## src/design/sojb_pkg.sv

```systemverilog
// Shared types, constants and helpers for the sequence-ordered jitter buffer.
`default_nettype none

package sojb_pkg;

    // Store geometry
    localparam int DEPTH  = 32;
    localparam int ADDR_W = $clog2(DEPTH);
    localparam int CNT_W  = $clog2(DEPTH + 1);
    localparam int SUM_W  = CNT_W + 1;

    // Field widths
    localparam int SEQ_W  = 16;
    localparam int HDL_W  = 16;
    localparam int WORD_W = SEQ_W + HDL_W;
    localparam int THR_W  = 6;
    localparam int FILL_W = 6;
    localparam int CMP_W  = (CNT_W > THR_W) ? CNT_W : THR_W;

    localparam logic [THR_W-1:0] THR_RESET   = 6'd5;
    // Half of the sequence space (32768): serial-number "later" boundary
    localparam logic [SEQ_W-1:0] SERIAL_HALF = 16'h8000;

    // Operation codes
    localparam logic OP_PUSH = 1'b0;
    localparam logic OP_POP  = 1'b1;

    typedef logic [ADDR_W-1:0] addr_t;
    typedef logic [CNT_W-1:0]  cnt_t;
    typedef logic [SEQ_W-1:0]  seq_t;
    typedef logic [HDL_W-1:0]  hdl_t;
    typedef logic [WORD_W-1:0] word_t;

    typedef enum logic [1:0] {
        STAT_INSERTED = 2'd0,
        STAT_DUP      = 2'd1,
        STAT_FULL     = 2'd2,
        STAT_NONE     = 2'd3
    } push_status_t;

    typedef enum logic [3:0] {
        ST_IDLE,
        ST_POP_RD,
        ST_POP_OUT,
        ST_SCAN_RD,
        ST_SCAN_CMP,
        ST_INS_CHK,
        ST_SHIFT_RD,
        ST_SHIFT_WR,
        ST_DONE
    } state_t;

    // Storage request from the sequencer
    typedef struct packed {
        logic  we;
        addr_t waddr;
        word_t wdata;
        addr_t raddr;
    } ram_req_t;

    // Result of the serial compare unit
    typedef struct packed {
        logic equal;
        logic later;
    } cmp_res_t;

    // Physical slot of logical position offs in the ring starting at head
    function automatic addr_t ring_addr(addr_t head, cnt_t offs);
        logic [SUM_W-1:0] sum;
        sum = SUM_W'(head) + SUM_W'(offs);
        if (sum >= SUM_W'(DEPTH))
        begin
            sum = sum - SUM_W'(DEPTH);
        end
        return sum[ADDR_W-1:0];
    endfunction

endpackage

`default_nettype wire

```

## src/design/sojb_ram.sv

```systemverilog
// Entry store: one write port, one registered read port.
`default_nettype none

module sojb_ram
    import sojb_pkg::*;
(
    input  wire logic     clk,
    input  wire ram_req_t req,
    output logic [WORD_W-1:0] rdata
);

    word_t mem [DEPTH];

    // Write and registered read
    always_ff @(posedge clk)
    begin
        if (req.we)
        begin
            mem[req.waddr] <= req.wdata;
        end
        rdata <= mem[req.raddr];
    end

endmodule

`default_nettype wire

```

## src/design/sojb_cmp.sv

```systemverilog
// Wrap-aware serial compare of a stored sequence number against a new one.
`default_nettype none

module sojb_cmp
    import sojb_pkg::*;
(
    input  wire seq_t     entry_seq,
    input  wire seq_t     new_seq,
    output cmp_res_t      res
);

    seq_t diff;

    // Entry is later when (entry - new) mod 2^16 is nonzero and lies in the lower half
    always_comb
    begin
        diff      = entry_seq - new_seq;
        res.equal = (entry_seq == new_seq);
        res.later = (entry_seq != new_seq) && (diff < SERIAL_HALF);
    end

endmodule

`default_nettype wire

```

## src/design/sojb_seq.sv

```systemverilog
// Sequencer: scans, shifts and pops the ring-organized entry store.
`default_nettype none

module sojb_seq
    import sojb_pkg::*;
(
    input  wire logic              clk,
    input  wire logic              rst_n,
    input  wire logic              start,
    input  wire logic              operation,
    input  wire logic [SEQ_W-1:0]  seq_number,
    input  wire logic [HDL_W-1:0]  packet_handle,
    input  wire logic [THR_W-1:0]  thr,
    input  wire logic [WORD_W-1:0] rdata,
    input  wire cmp_res_t          cmp,
    output ram_req_t               ram_req,
    output seq_t                   item_seq,
    output logic                   busy,
    output logic                   done,
    output push_status_t           status,
    output logic                   pop_valid,
    output logic [SEQ_W-1:0]       out_seq,
    output logic [HDL_W-1:0]       out_handle,
    output logic [FILL_W-1:0]      fill_level
);

    state_t       state_reg, state_next;
    addr_t        head_reg, head_next;
    cnt_t         occ_reg, occ_next;

    logic         op_reg;
    seq_t         seq_reg;
    hdl_t         hdl_reg;
    cnt_t         idx_reg;
    cnt_t         k_reg;
    cnt_t         pos_reg;
    push_status_t status_reg;
    logic         pop_valid_reg;
    seq_t         oseq_reg;
    hdl_t         ohdl_reg;

    logic         accept;
    logic         release_ok;
    logic         scan_last;
    logic         full;
    logic         at_pos;

    // Request handshake and decision terms
    always_comb
    begin
        busy       = !((state_reg == ST_IDLE) || (state_reg == ST_DONE));
        accept     = start && !busy;
        release_ok = (occ_reg != '0) && (CMP_W'(occ_reg) >= CMP_W'(thr));
        scan_last  = ((idx_reg + CNT_W'(1)) == occ_reg);
        full       = (occ_reg == CNT_W'(DEPTH));
        at_pos     = (k_reg == pos_reg);
    end

    // Next state
    always_comb
    begin
        state_next = state_reg;
        unique case (state_reg)
            ST_IDLE, ST_DONE:
            begin
                if (accept)
                begin
                    if (operation == OP_POP)
                    begin
                        state_next = release_ok ? ST_POP_RD : ST_DONE;
                    end
                    else
                    begin
                        state_next = (occ_reg == '0) ? ST_INS_CHK : ST_SCAN_RD;
                    end
                end
                else
                begin
                    state_next = ST_IDLE;
                end
            end
            ST_POP_RD:   state_next = ST_POP_OUT;
            ST_POP_OUT:  state_next = ST_DONE;
            ST_SCAN_RD:  state_next = ST_SCAN_CMP;
            ST_SCAN_CMP:
            begin
                if (cmp.equal)
                begin
                    state_next = ST_DONE;
                end
                else if (cmp.later || scan_last)
                begin
                    state_next = ST_INS_CHK;
                end
                else
                begin
                    state_next = ST_SCAN_RD;
                end
            end
            ST_INS_CHK:  state_next = full ? ST_DONE : ST_SHIFT_RD;
            ST_SHIFT_RD: state_next = at_pos ? ST_DONE : ST_SHIFT_WR;
            ST_SHIFT_WR: state_next = ST_SHIFT_RD;
            default:     state_next = ST_IDLE;
        endcase
    end

    // Storage requests and ring bookkeeping
    always_comb
    begin
        ram_req.we    = 1'b0;
        ram_req.waddr = ring_addr(head_reg, k_reg);
        ram_req.wdata = rdata;
        ram_req.raddr = ring_addr(head_reg, idx_reg);
        head_next     = head_reg;
        occ_next      = occ_reg;
        unique case (state_reg)
            ST_POP_RD:
            begin
                ram_req.raddr = head_reg;
            end
            ST_POP_OUT:
            begin
                head_next = ring_addr(head_reg, CNT_W'(1));
                occ_next  = occ_reg - CNT_W'(1);
            end
            ST_SHIFT_RD:
            begin
                if (at_pos)
                begin
                    ram_req.we    = 1'b1;
                    ram_req.wdata = {seq_reg, hdl_reg};
                    occ_next      = occ_reg + CNT_W'(1);
                end
                else
                begin
                    ram_req.raddr = ring_addr(head_reg, k_reg - CNT_W'(1));
                end
            end
            ST_SHIFT_WR:
            begin
                ram_req.we = 1'b1;
            end
            default:
            begin
                ram_req.we = 1'b0;
            end
        endcase
    end

    // Control state
    always_ff @(posedge clk or negedge rst_n)
    begin
        if (!rst_n)
        begin
            state_reg <= ST_IDLE;
            head_reg  <= '0;
            occ_reg   <= '0;
        end
        else
        begin
            state_reg <= state_next;
            head_reg  <= head_next;
            occ_reg   <= occ_next;
        end
    end

    // Request capture, scan position and result registers
    always_ff @(posedge clk)
    begin
        unique case (state_reg)
            ST_IDLE, ST_DONE:
            begin
                if (accept)
                begin
                    op_reg        <= operation;
                    seq_reg       <= seq_number;
                    hdl_reg       <= packet_handle;
                    idx_reg       <= '0;
                    pos_reg       <= '0;
                    status_reg    <= STAT_NONE;
                    pop_valid_reg <= 1'b0;
                    oseq_reg      <= '0;
                    ohdl_reg      <= '0;
                end
            end
            ST_POP_OUT:
            begin
                pop_valid_reg <= 1'b1;
                oseq_reg      <= rdata[WORD_W-1 -: SEQ_W];
                ohdl_reg      <= rdata[HDL_W-1:0];
            end
            ST_SCAN_CMP:
            begin
                if (cmp.equal)
                begin
                    status_reg <= STAT_DUP;
                end
                else if (cmp.later)
                begin
                    pos_reg <= idx_reg;
                end
                else if (scan_last)
                begin
                    pos_reg <= occ_reg;
                end
                idx_reg <= idx_reg + CNT_W'(1);
            end
            ST_INS_CHK:
            begin
                if (full)
                begin
                    status_reg <= STAT_FULL;
                end
                k_reg <= occ_reg;
            end
            ST_SHIFT_RD:
            begin
                if (at_pos)
                begin
                    status_reg <= STAT_INSERTED;
                end
            end
            ST_SHIFT_WR:
            begin
                k_reg <= k_reg - CNT_W'(1);
            end
            default:
            begin
                idx_reg <= idx_reg;
            end
        endcase
    end

    // Result ports
    always_comb
    begin
        item_seq   = seq_reg;
        done       = (state_reg == ST_DONE);
        status     = status_reg;
        pop_valid  = pop_valid_reg;
        out_seq    = oseq_reg;
        out_handle = ohdl_reg;
        fill_level = FILL_W'(occ_reg);
    end

    // Occupancy stays within the store
    a_occ_bound: assert property (@(posedge clk) disable iff (!rst_n)
        occ_reg <= CNT_W'(DEPTH))
        else $error("occupancy above depth");

    // Occupancy only moves on the way into a completed request
    a_occ_change: assert property (@(posedge clk) disable iff (!rst_n)
        (occ_reg != $past(occ_reg)) |-> (state_reg == ST_DONE))
        else $error("occupancy changed outside completion");

    // A released packet always reports a pop request
    a_pop_status: assert property (@(posedge clk) disable iff (!rst_n)
        (done && pop_valid) |-> (status == STAT_NONE) && (op_reg == OP_POP))
        else $error("pop result carries push status");

    // Writes happen only while moving or inserting entries
    a_write_phase: assert property (@(posedge clk) disable iff (!rst_n)
        ram_req.we |-> ((state_reg == ST_SHIFT_RD) || (state_reg == ST_SHIFT_WR)))
        else $error("store written outside shift phase");

    // An accepted request makes the block busy or completes at once
    a_accept_busy: assert property (@(posedge clk) disable iff (!rst_n)
        accept |=> (busy || done))
        else $error("accepted request lost");

endmodule

`default_nettype wire

```

## src/design/seq_ordered_jitter_buffer.sv

```systemverilog
// Top level of the sequence-ordered jitter buffer.
//
// Usage: a request is taken at a rising edge with start high and busy low.
// operation 0 pushes (seq_number, packet_handle); operation 1 asks for a pop.
// Each request yields one result, shown for exactly one cycle while done is
// high: push_status, pop_valid, out_seq, out_handle and fill_level.
// The receiver cannot stall; results must be taken in that cycle.
// A releasing pop reads the head entry and shows it; a pop that releases
// nothing goes straight to done. A push compares stored entries from the
// oldest until an equal or later one, checks for room, moves each later
// entry up a slot (read, then write-back) and writes itself into the freed
// slot; s compares plus m moves never exceed DEPTH. A duplicate ends at its
// compare, a push into a full store at the room check. One request is
// worked on at a time; a new one may be taken in the same cycle its
// predecessor's result is shown.
// cfg_wr_en/cfg_wr_data load playout_threshold (reset value 5); write it only
// while no request is in progress. Reset empties the buffer and clears the
// sequencer; stored entries are left as they are and never read unwritten.
`default_nettype none

module seq_ordered_jitter_buffer
    import sojb_pkg::*;
(
    input  wire logic              clk,
    input  wire logic              rst_n,
    input  wire logic              start,
    output logic                   busy,
    input  wire logic              operation,
    input  wire logic [SEQ_W-1:0]  seq_number,
    input  wire logic [HDL_W-1:0]  packet_handle,
    input  wire logic              cfg_wr_en,
    input  wire logic [THR_W-1:0]  cfg_wr_data,
    output logic                   done,
    output logic [1:0]             push_status,
    output logic                   pop_valid,
    output logic [SEQ_W-1:0]       out_seq,
    output logic [HDL_W-1:0]       out_handle,
    output logic [FILL_W-1:0]      fill_level
);

    logic [THR_W-1:0]  thr_reg;
    ram_req_t          ram_req;
    logic [WORD_W-1:0] rdata;
    cmp_res_t          cmp_res;
    seq_t              item_seq;
    push_status_t      status;

    // Playout threshold register
    always_ff @(posedge clk or negedge rst_n)
    begin
        if (!rst_n)
        begin
            thr_reg <= THR_RESET;
        end
        else if (cfg_wr_en)
        begin
            thr_reg <= cfg_wr_data;
        end
    end

    sojb_seq u_seq (
        .clk           (clk),
        .rst_n         (rst_n),
        .start         (start),
        .operation     (operation),
        .seq_number    (seq_number),
        .packet_handle (packet_handle),
        .thr           (thr_reg),
        .rdata         (rdata),
        .cmp           (cmp_res),
        .ram_req       (ram_req),
        .item_seq      (item_seq),
        .busy          (busy),
        .done          (done),
        .status        (status),
        .pop_valid     (pop_valid),
        .out_seq       (out_seq),
        .out_handle    (out_handle),
        .fill_level    (fill_level)
    );

    sojb_ram u_ram (
        .clk   (clk),
        .req   (ram_req),
        .rdata (rdata)
    );

    sojb_cmp u_cmp (
        .entry_seq (rdata[WORD_W-1 -: SEQ_W]),
        .new_seq   (item_seq),
        .res       (cmp_res)
    );

    // Status code out as plain bits
    assign push_status = 2'(status);

endmodule

`default_nettype wire

```

## config.mk

```make
export PLATFORM = sky130hd
export DESIGN_NAME = seq_ordered_jitter_buffer
export DESIGN_NICKNAME = d
export VERILOG_FILES = /design/src/design/sojb_pkg.sv /design/src/design/sojb_ram.sv /design/src/design/sojb_cmp.sv /design/src/design/sojb_seq.sv /design/src/design/seq_ordered_jitter_buffer.sv
export SDC_FILE = /design/constraint.sdc
export NUM_CORES = 2
export LEC_CHECK = 0
export CORE_MARGIN = 1.5
export CORE_UTILIZATION = 40
export DETAILED_ROUTE_END_ITERATION = 10
export DONT_BUFFER_PORTS = 1
export PLACE_DENSITY_LB_ADDON = 0.3
export SLEW_MARGIN = 10
export SYNTH_ARGS = -nofsm -noshare
export SYNTH_HDL_FRONTEND = slang
export SYNTH_SLANG_ARGS = --single-unit
```

## constraint.sdc

```tcl
create_clock -name clk -period 7 [get_ports clk]
set_clock_uncertainty 0.05 [all_clocks]
set_input_delay 1.05 -clock clk [delete_from_list [all_inputs] [get_ports clk]]
set_output_delay 1.05 -clock clk [all_outputs]
set_load 0.005 [all_outputs]
```

# Word level (Yosys, flattened, before mapping)
# Memory sizes are Yosys's and may differ from the RTL's. A register that Yosys moved wholly into a read port is not among the register bits.
# Cells that the tools add are included.
[classes]
eq_ne = 19
n_reduce_logical = 21
addsub = 13
order_cmp = 6
n_mux = 40
[op_table]
columns = ["operator", "n"]
rows = [
  ["$mux 32", 2],
  ["$pmux 16 s2", 2],
  ["$pmux 6 s2", 4],
  ["$pmux 4 s8", 1],
  ["$mux 6", 5],
  ["$mux 5", 5],
  ["$mux 4", 6],
  ["$add 5x6->7", 3],
  ["$ge 7x6->1 const B", 3],
  ["$sub 5x1->5 const B", 4],
  ["$eq 16x16->1", 1],
  ["$eq 4x3->1 const B", 4],
  ["$lt 16x16->1 const B", 1],
  ["$mux 16", 1],
  ["$ne 16x16->1", 1],
  ["$sub 16x16->16", 1],
  ["$add 6x1->6 const B", 2],
  ["$eq 6x6->1", 2],
  ["$sub 6x1->6 const B", 2],
  ["$pmux 5 s2", 1],
  ["$eq 4x2->1 const B", 2],
  ["$mux 2", 4],
  ["$pmux 2 s4", 1],
  ["$reduce_and 2->1", 4],
  ["other kinds (23)", 37],
]
[word_totals]
ff_bits = 106
mem_bits_rw = 1024
wordCells = 113
output_inout_bits = 43
in_bits = 43
memories = 1
[mem_list]
columns = ["memory", "depth", "word_bits", "rd", "rd_clocked_by_memory_dff", "write_ports", "line_no", "text"]
rows = [
  ["u_ram.mem", 32, 32, 1, 1, 1, "sojb_ram.sv:12", "word_t mem [DEPTH];"],
]

# Depth between registers and ports, before layout
[depth]
word_depth = 7
ltp_mapped = 15
depth_no_buf = 12

# Hierarchy
# Synthesis repeated with hierarchy kept, for this count alone.
[unflattened]
cells_unflattened = 2741
area_unflattened_um2 = 46392.0
[modules_own_cells]
columns = ["mod", "instances", "seq_area_each_um2", "cells_per_inst", "area_each_um2"]
rows = [
  ["sojb_ram", 1, 31390.1, 2260, 40485.1],
  ["sojb_seq", 1, 2927.8, 414, 5242.5],
  ["sojb_cmp", 1, 0.0, 54, 410.4],
  ["seq_ordered_jitter_buffer", 1, 152.6, 13, 254.0],
]

# Least setup slack after synthesis
# Ideal clock, no wire load.
[synth_timing]
kind = "register to register"
from = "register u_seq.k_reg[0]"
to = "memory u_ram.mem[16][0] in the netlist's numbering, enable pin"
stages_incl_launch_ff = 9
period_less_slack_ns = 3.687
setup_ns = 0.421
path_buffers = 0
setup_slack_ns = 3.313
t_required_ns = 6.529
arrival_ns = 3.216
path_cell_list = "edfxtp_1 -> ha_1 -> fa_1 -> a21o_1 -> a21oi_1 -> xnor2_1 -> nor2_1 -> nand2_1 -> nor2_1"
[synth_between]
elab_chain_cells = 5
elab_cells_between_ends = 9
cone_classes = "2 x add/sub; 1 x order compare; 1 x eq/ne; 5 x mux"
[synth_lines]
columns = ["element", "line_no", "text"]
rows = [
  ["start: declaration", "sojb_seq.sv:35", "cnt_t k_reg;"],
  ["start signal: assignment", "sojb_seq.sv:214", "k_reg <= occ_reg;"],
  ["start signal: assignment", "sojb_seq.sv:225", "k_reg <= k_reg - CNT_W'(1);"],
  ["parallel branches: the longest is 5 deep, another holds $add 5x6->7", "--", ""],
  ["end: declaration", "sojb_ram.sv:12", ""],
]
# Parallel ways; which one is timed is not known.

# Final worst setup path
[layout_timing]
from = "register u_seq.state_reg[1]"
to = "register u_ram.rdata[0], read port of u_ram.mem"
[layout_between]
elab_chain_cells = 2
elab_cells_between_ends = 3
cone_classes = "2 x eq/ne; 1 x mux"
[layout_lines]
columns = ["element", "line_no", "text"]
rows = [
  ["start: declaration", "sojb_seq.sv:27", "state_t state_reg, state_next;"],
  ["start signal: assignment", "sojb_seq.sv:161", "state_reg <= state_next;"],
  ["$eq 4x3->1 or $eq 4x1->1 (tied branches)", "sojb_seq.sv:116", "unique case (state_reg)"],
  ["$pmux 5 s2 *", "sojb_seq.sv:116", ""],
  ["end: declaration", "sojb_ram.sv:9", "output logic [WORD_W-1:0] rdata"],
]
# Mark *: on every way between the ends. The rest lies on a longest branch, timed or not.
# A chain may end at the register's enable or synchronous reset.

==> results by group <==
Placement
  • IO buf count: 0
  • Pre-CTS setup slack: roughly 2 ns
  • Number of cells after detailed placement: 4885
  • Detail Placement HPWL: ~78000 µm
  • Final GP Congestion: 0.844

Layout
  • Fill count: about 10000
  • Largest register FFs: about 1000
  • Final Non-Filler Cells: between 5000 and 6000
  • Biggest register: u_ram.mem
  • Area Overhead vs Synth: 12.3%
  • Layout cell share with drive strength beyond 1: a little under an eighth
  • Fin nets: about 3500
  • Largest regs: u_ram.mem: 1024 flops, u_ram.rdata: 32 flops

STA
  • Crit share post-route: between 70 and 80%
  • Final setup margin: 1.99 ns
  • Final Hold Fails: 0
  • Post-layout min period: about 5 ns
  • Final setup violation count: 0
  • Unrepaired setup endpoints after global routing: no
  • Max Clk Rate: 0.199 GHz
  • Final Max Slew Viols: 0
  • Worst slew margin: under 10%
  • Setup TNS: 0 ns
  • Worst Tran Pin Value: roughly 1.3 ns

Detailed routing
  • Total wire length: roughly 150000 µm
  • Drt first pass iters: 5
  • DR DRC count: 0
  • Vias: around 32000
  • Number of nets with antenna violations after detailed routing: 0
  • Wire length per cell: a little under 30 µm
  • DR iter-0 viols: around 4400
  • Via density: 6.18

Critical path
  • Startpoint types: flop
  • R2R cell count: 9
  • CP Class: flop to flop
  • CP Data Required Time: between 7 and 8 ns
  • Crit-path max FO: 33
  • Worst Path Arrival: 5.49 ns
  • CP bufs+invs: 1
  • Cell breakdown of the critical path: or4b_1 > and3_4 > a41oi_4 > nand2_4 > buf_4 > mux2_1 > o2111ai_1 > nand4_1 > or4_1
  • Crit Reg-Reg Startpoint: u_seq.state_reg[1]
  • Family with the most delay on the worst path: simple AND/OR/NAND/NOR gates
  • Critical R2R Capture: u_ram.rdata[0]
  • CP peak stage delay: a little under 0.8 ns
  • Worst setup endpoint: u_ram.rdata[0]
  • Worst Setup SP: u_seq.state_reg[1]
  • R2r setup slk: 1.99 ns
  • Critical-path top delay cell: a41oi_4
  • Critical path capture point type: flop
  • Critical path depth: 9

Yosys
  • Mapped Area: around 0.048 mm²
  • Post-synth EDFFs: approximately 1100
  • Top-count cell post-synth: edfxtp_1
  • Flops & latches, synth: ~1200
  • Prevailing post-synth register cell: edfxtp_1
  • Synth Instances: ~3500
  • Asr flop ratio synth: under 10%
  • Synth area leader: edfxtp_1
  • Unique masters post-synth: between 60 and 70
  • Syn Nets: approximately 3600
  • Mean post-synth cell area: between 10 and 15 µm²
  • Post-synthesis sequential area ratio: a little under three quarters
  • Yosys warns: 0
  • Share of the synthesized area in the top cell type: 69.2%
  • Synth cell count leaders: edfxtp_1, nand3_1, nand2_1
  • Area contributors post-synth: edfxtp_1, nand3_1, o21ai_0

Outcome
  • Status: completed

Floorplan
  • DIE AREA: about 0.12 mm²
  • I/O pin cnt: 86
  • Initial Util: 40.2%
  • Die width: ~350 µm
  • Total core area: about 0.12 mm²
  • FP Rows: 127
  • Die H: ~350 µm

CTS
  • Reg clk slew, reported paths: roughly 0.070 ns
  • Number of setup buffers added after CTS: 0
  • H-tree levels: 3
  • Num CTS Buffers: between 100 and 150
  • Root Buffer: clkbuf_16
  • Maximum clock insertion buffer count: 3
  • Clock sinks: 1162
  • Worst-Skew Late Latency: between 0.7 and 0.8 ns
  • CTS tree: yes

Hold path
  • Hold Crit Class: primary input to async pin

Global route
  • Initial antenna violation count: 4
  • Largest net degree at the start of global routing: 180
  • Grt total ovfl: 0
  • Vias in the first global route: ~30000
  • GRT Resource Usage Total: around 24%
  • Global-route wire length before repair: around 220000 µm

Run
  • Max-cap violations: 0
==> final cells by class <==
| type | instances | area [µm²] | share of cell area [%] |
|---|---|---|---|
| clock buffers | 162 | 3230 | 5.98 |
| inverters | 32 | 120 | 0.222 |
| multi-input cells | 1985 | 12800 | 23.7 |
| repair buffers | 95 | 841 | 1.56 |
| clock inverters | 56 | 559 | 1.03 |
| flip-flops and latches | 1162 | 34500 | 63.8 |
| diodes | 1 | 2.50 | 0.00463 |
| well taps | 1612 | 2020 | 3.73 |
==> cells by family (layout without fill, tap and decap cells) <==
family | count (synthesis) | in the layout | share of synthesized area [%]
compound gates | 591 | 591 | 7.98
xor+xnor | 45 | 45 | 0.819
fa+ha+maj | 44 | 44 | 1.21
buf+inv | 322 | 345 | 2.73
flops | 1162 | 1162 | 71.6
mux | 146 | 146 | 3.41
other cells | 0 | 1 | 0
simple gates | 1159 | 1159 | 12.2
==> worst reg2reg max path, cell delays in order, from the launching register on <==
cell	delay, ns
dfrtp_1	0.53
or4b_1	0.76
and3_4	0.28
a41oi_4	0.78
nand2_4	0.51
buf_4	0.50
mux2_1	0.36
o2111ai_1	0.23
nand4_1	0.21
or4_1	0.66
==> routing by layer <==
metal / vias up / GRT usage, % / wire [µm]
li1: 13400 / - / -
met1: 16000 / 33.3 / 60800
met2: 1828 / 38.0 / 69300
met3: 298 / 4.76 / 14600
met4: 8 / 8.82 / 5210
met5: - / 0 / 45
==> layout by cell type, fill, tap and decap left out, types with 10 or more instances in the layout <==
cell,count
inv_1,31
nand2_1,317
a21o_1,17
mux2_2,64
a21oi_1,55
or4_1,33
dfrtp_1,19
dfxtp_1,32
ha_1,40
buf_12,10
nand4_1,226
clkbuf_1,34
o2111ai_1,125
a311oi_1,65
clkinv_1,17
o21ai_0,274
nor2_1,18
buf_4,84
mux2_1,82
xnor2_1,28
xor2_1,17
clkinv_2,23
and3_1,69
o21ai_2,14
and2_1,37
clkbuf_16,119
nor2_4,34
edfxtp_1,1109
nand3_1,388
nor3_1,11
==> repair_timing <==
item,4_1_cts,5_1_grt
resized for setup,0,0
hold buffers,1,0
endpoints found under the hold margin,19,0
==> metrics by stage <==
step / instance area (µm²) / util [%] / hold slack, ns
after floorplan: 48100 / - / 0.428
after detailed placement: 50200 / 42.0 / 0.456
after global routing: 54000 / 45.2 / 0.149
after CTS: 54000 / 45.2 / 0.138
final: 54000 / 45.2 / 0.166
after global placement: 50200 / 42.0 / 0.443
==> worst min path at each step <==
stage,from,endpoint,slack (ns),depth (start not counted)
finish,rst_n,thr_reg[2],0.17,0
global route,rst_n,thr_reg[0],0.15,0
CTS,rst_n,thr_reg[2],0.14,0
detailed placement,thr_reg[2],thr_reg[2],0.46,2
global placement,thr_reg[2],thr_reg[2],0.44,2
floorplan,thr_reg[2],thr_reg[2],0.43,2
Power is left out: the tool's default activity adds up to more than one toggle a clock period on the data nets, which glitch-free logic cannot reach.
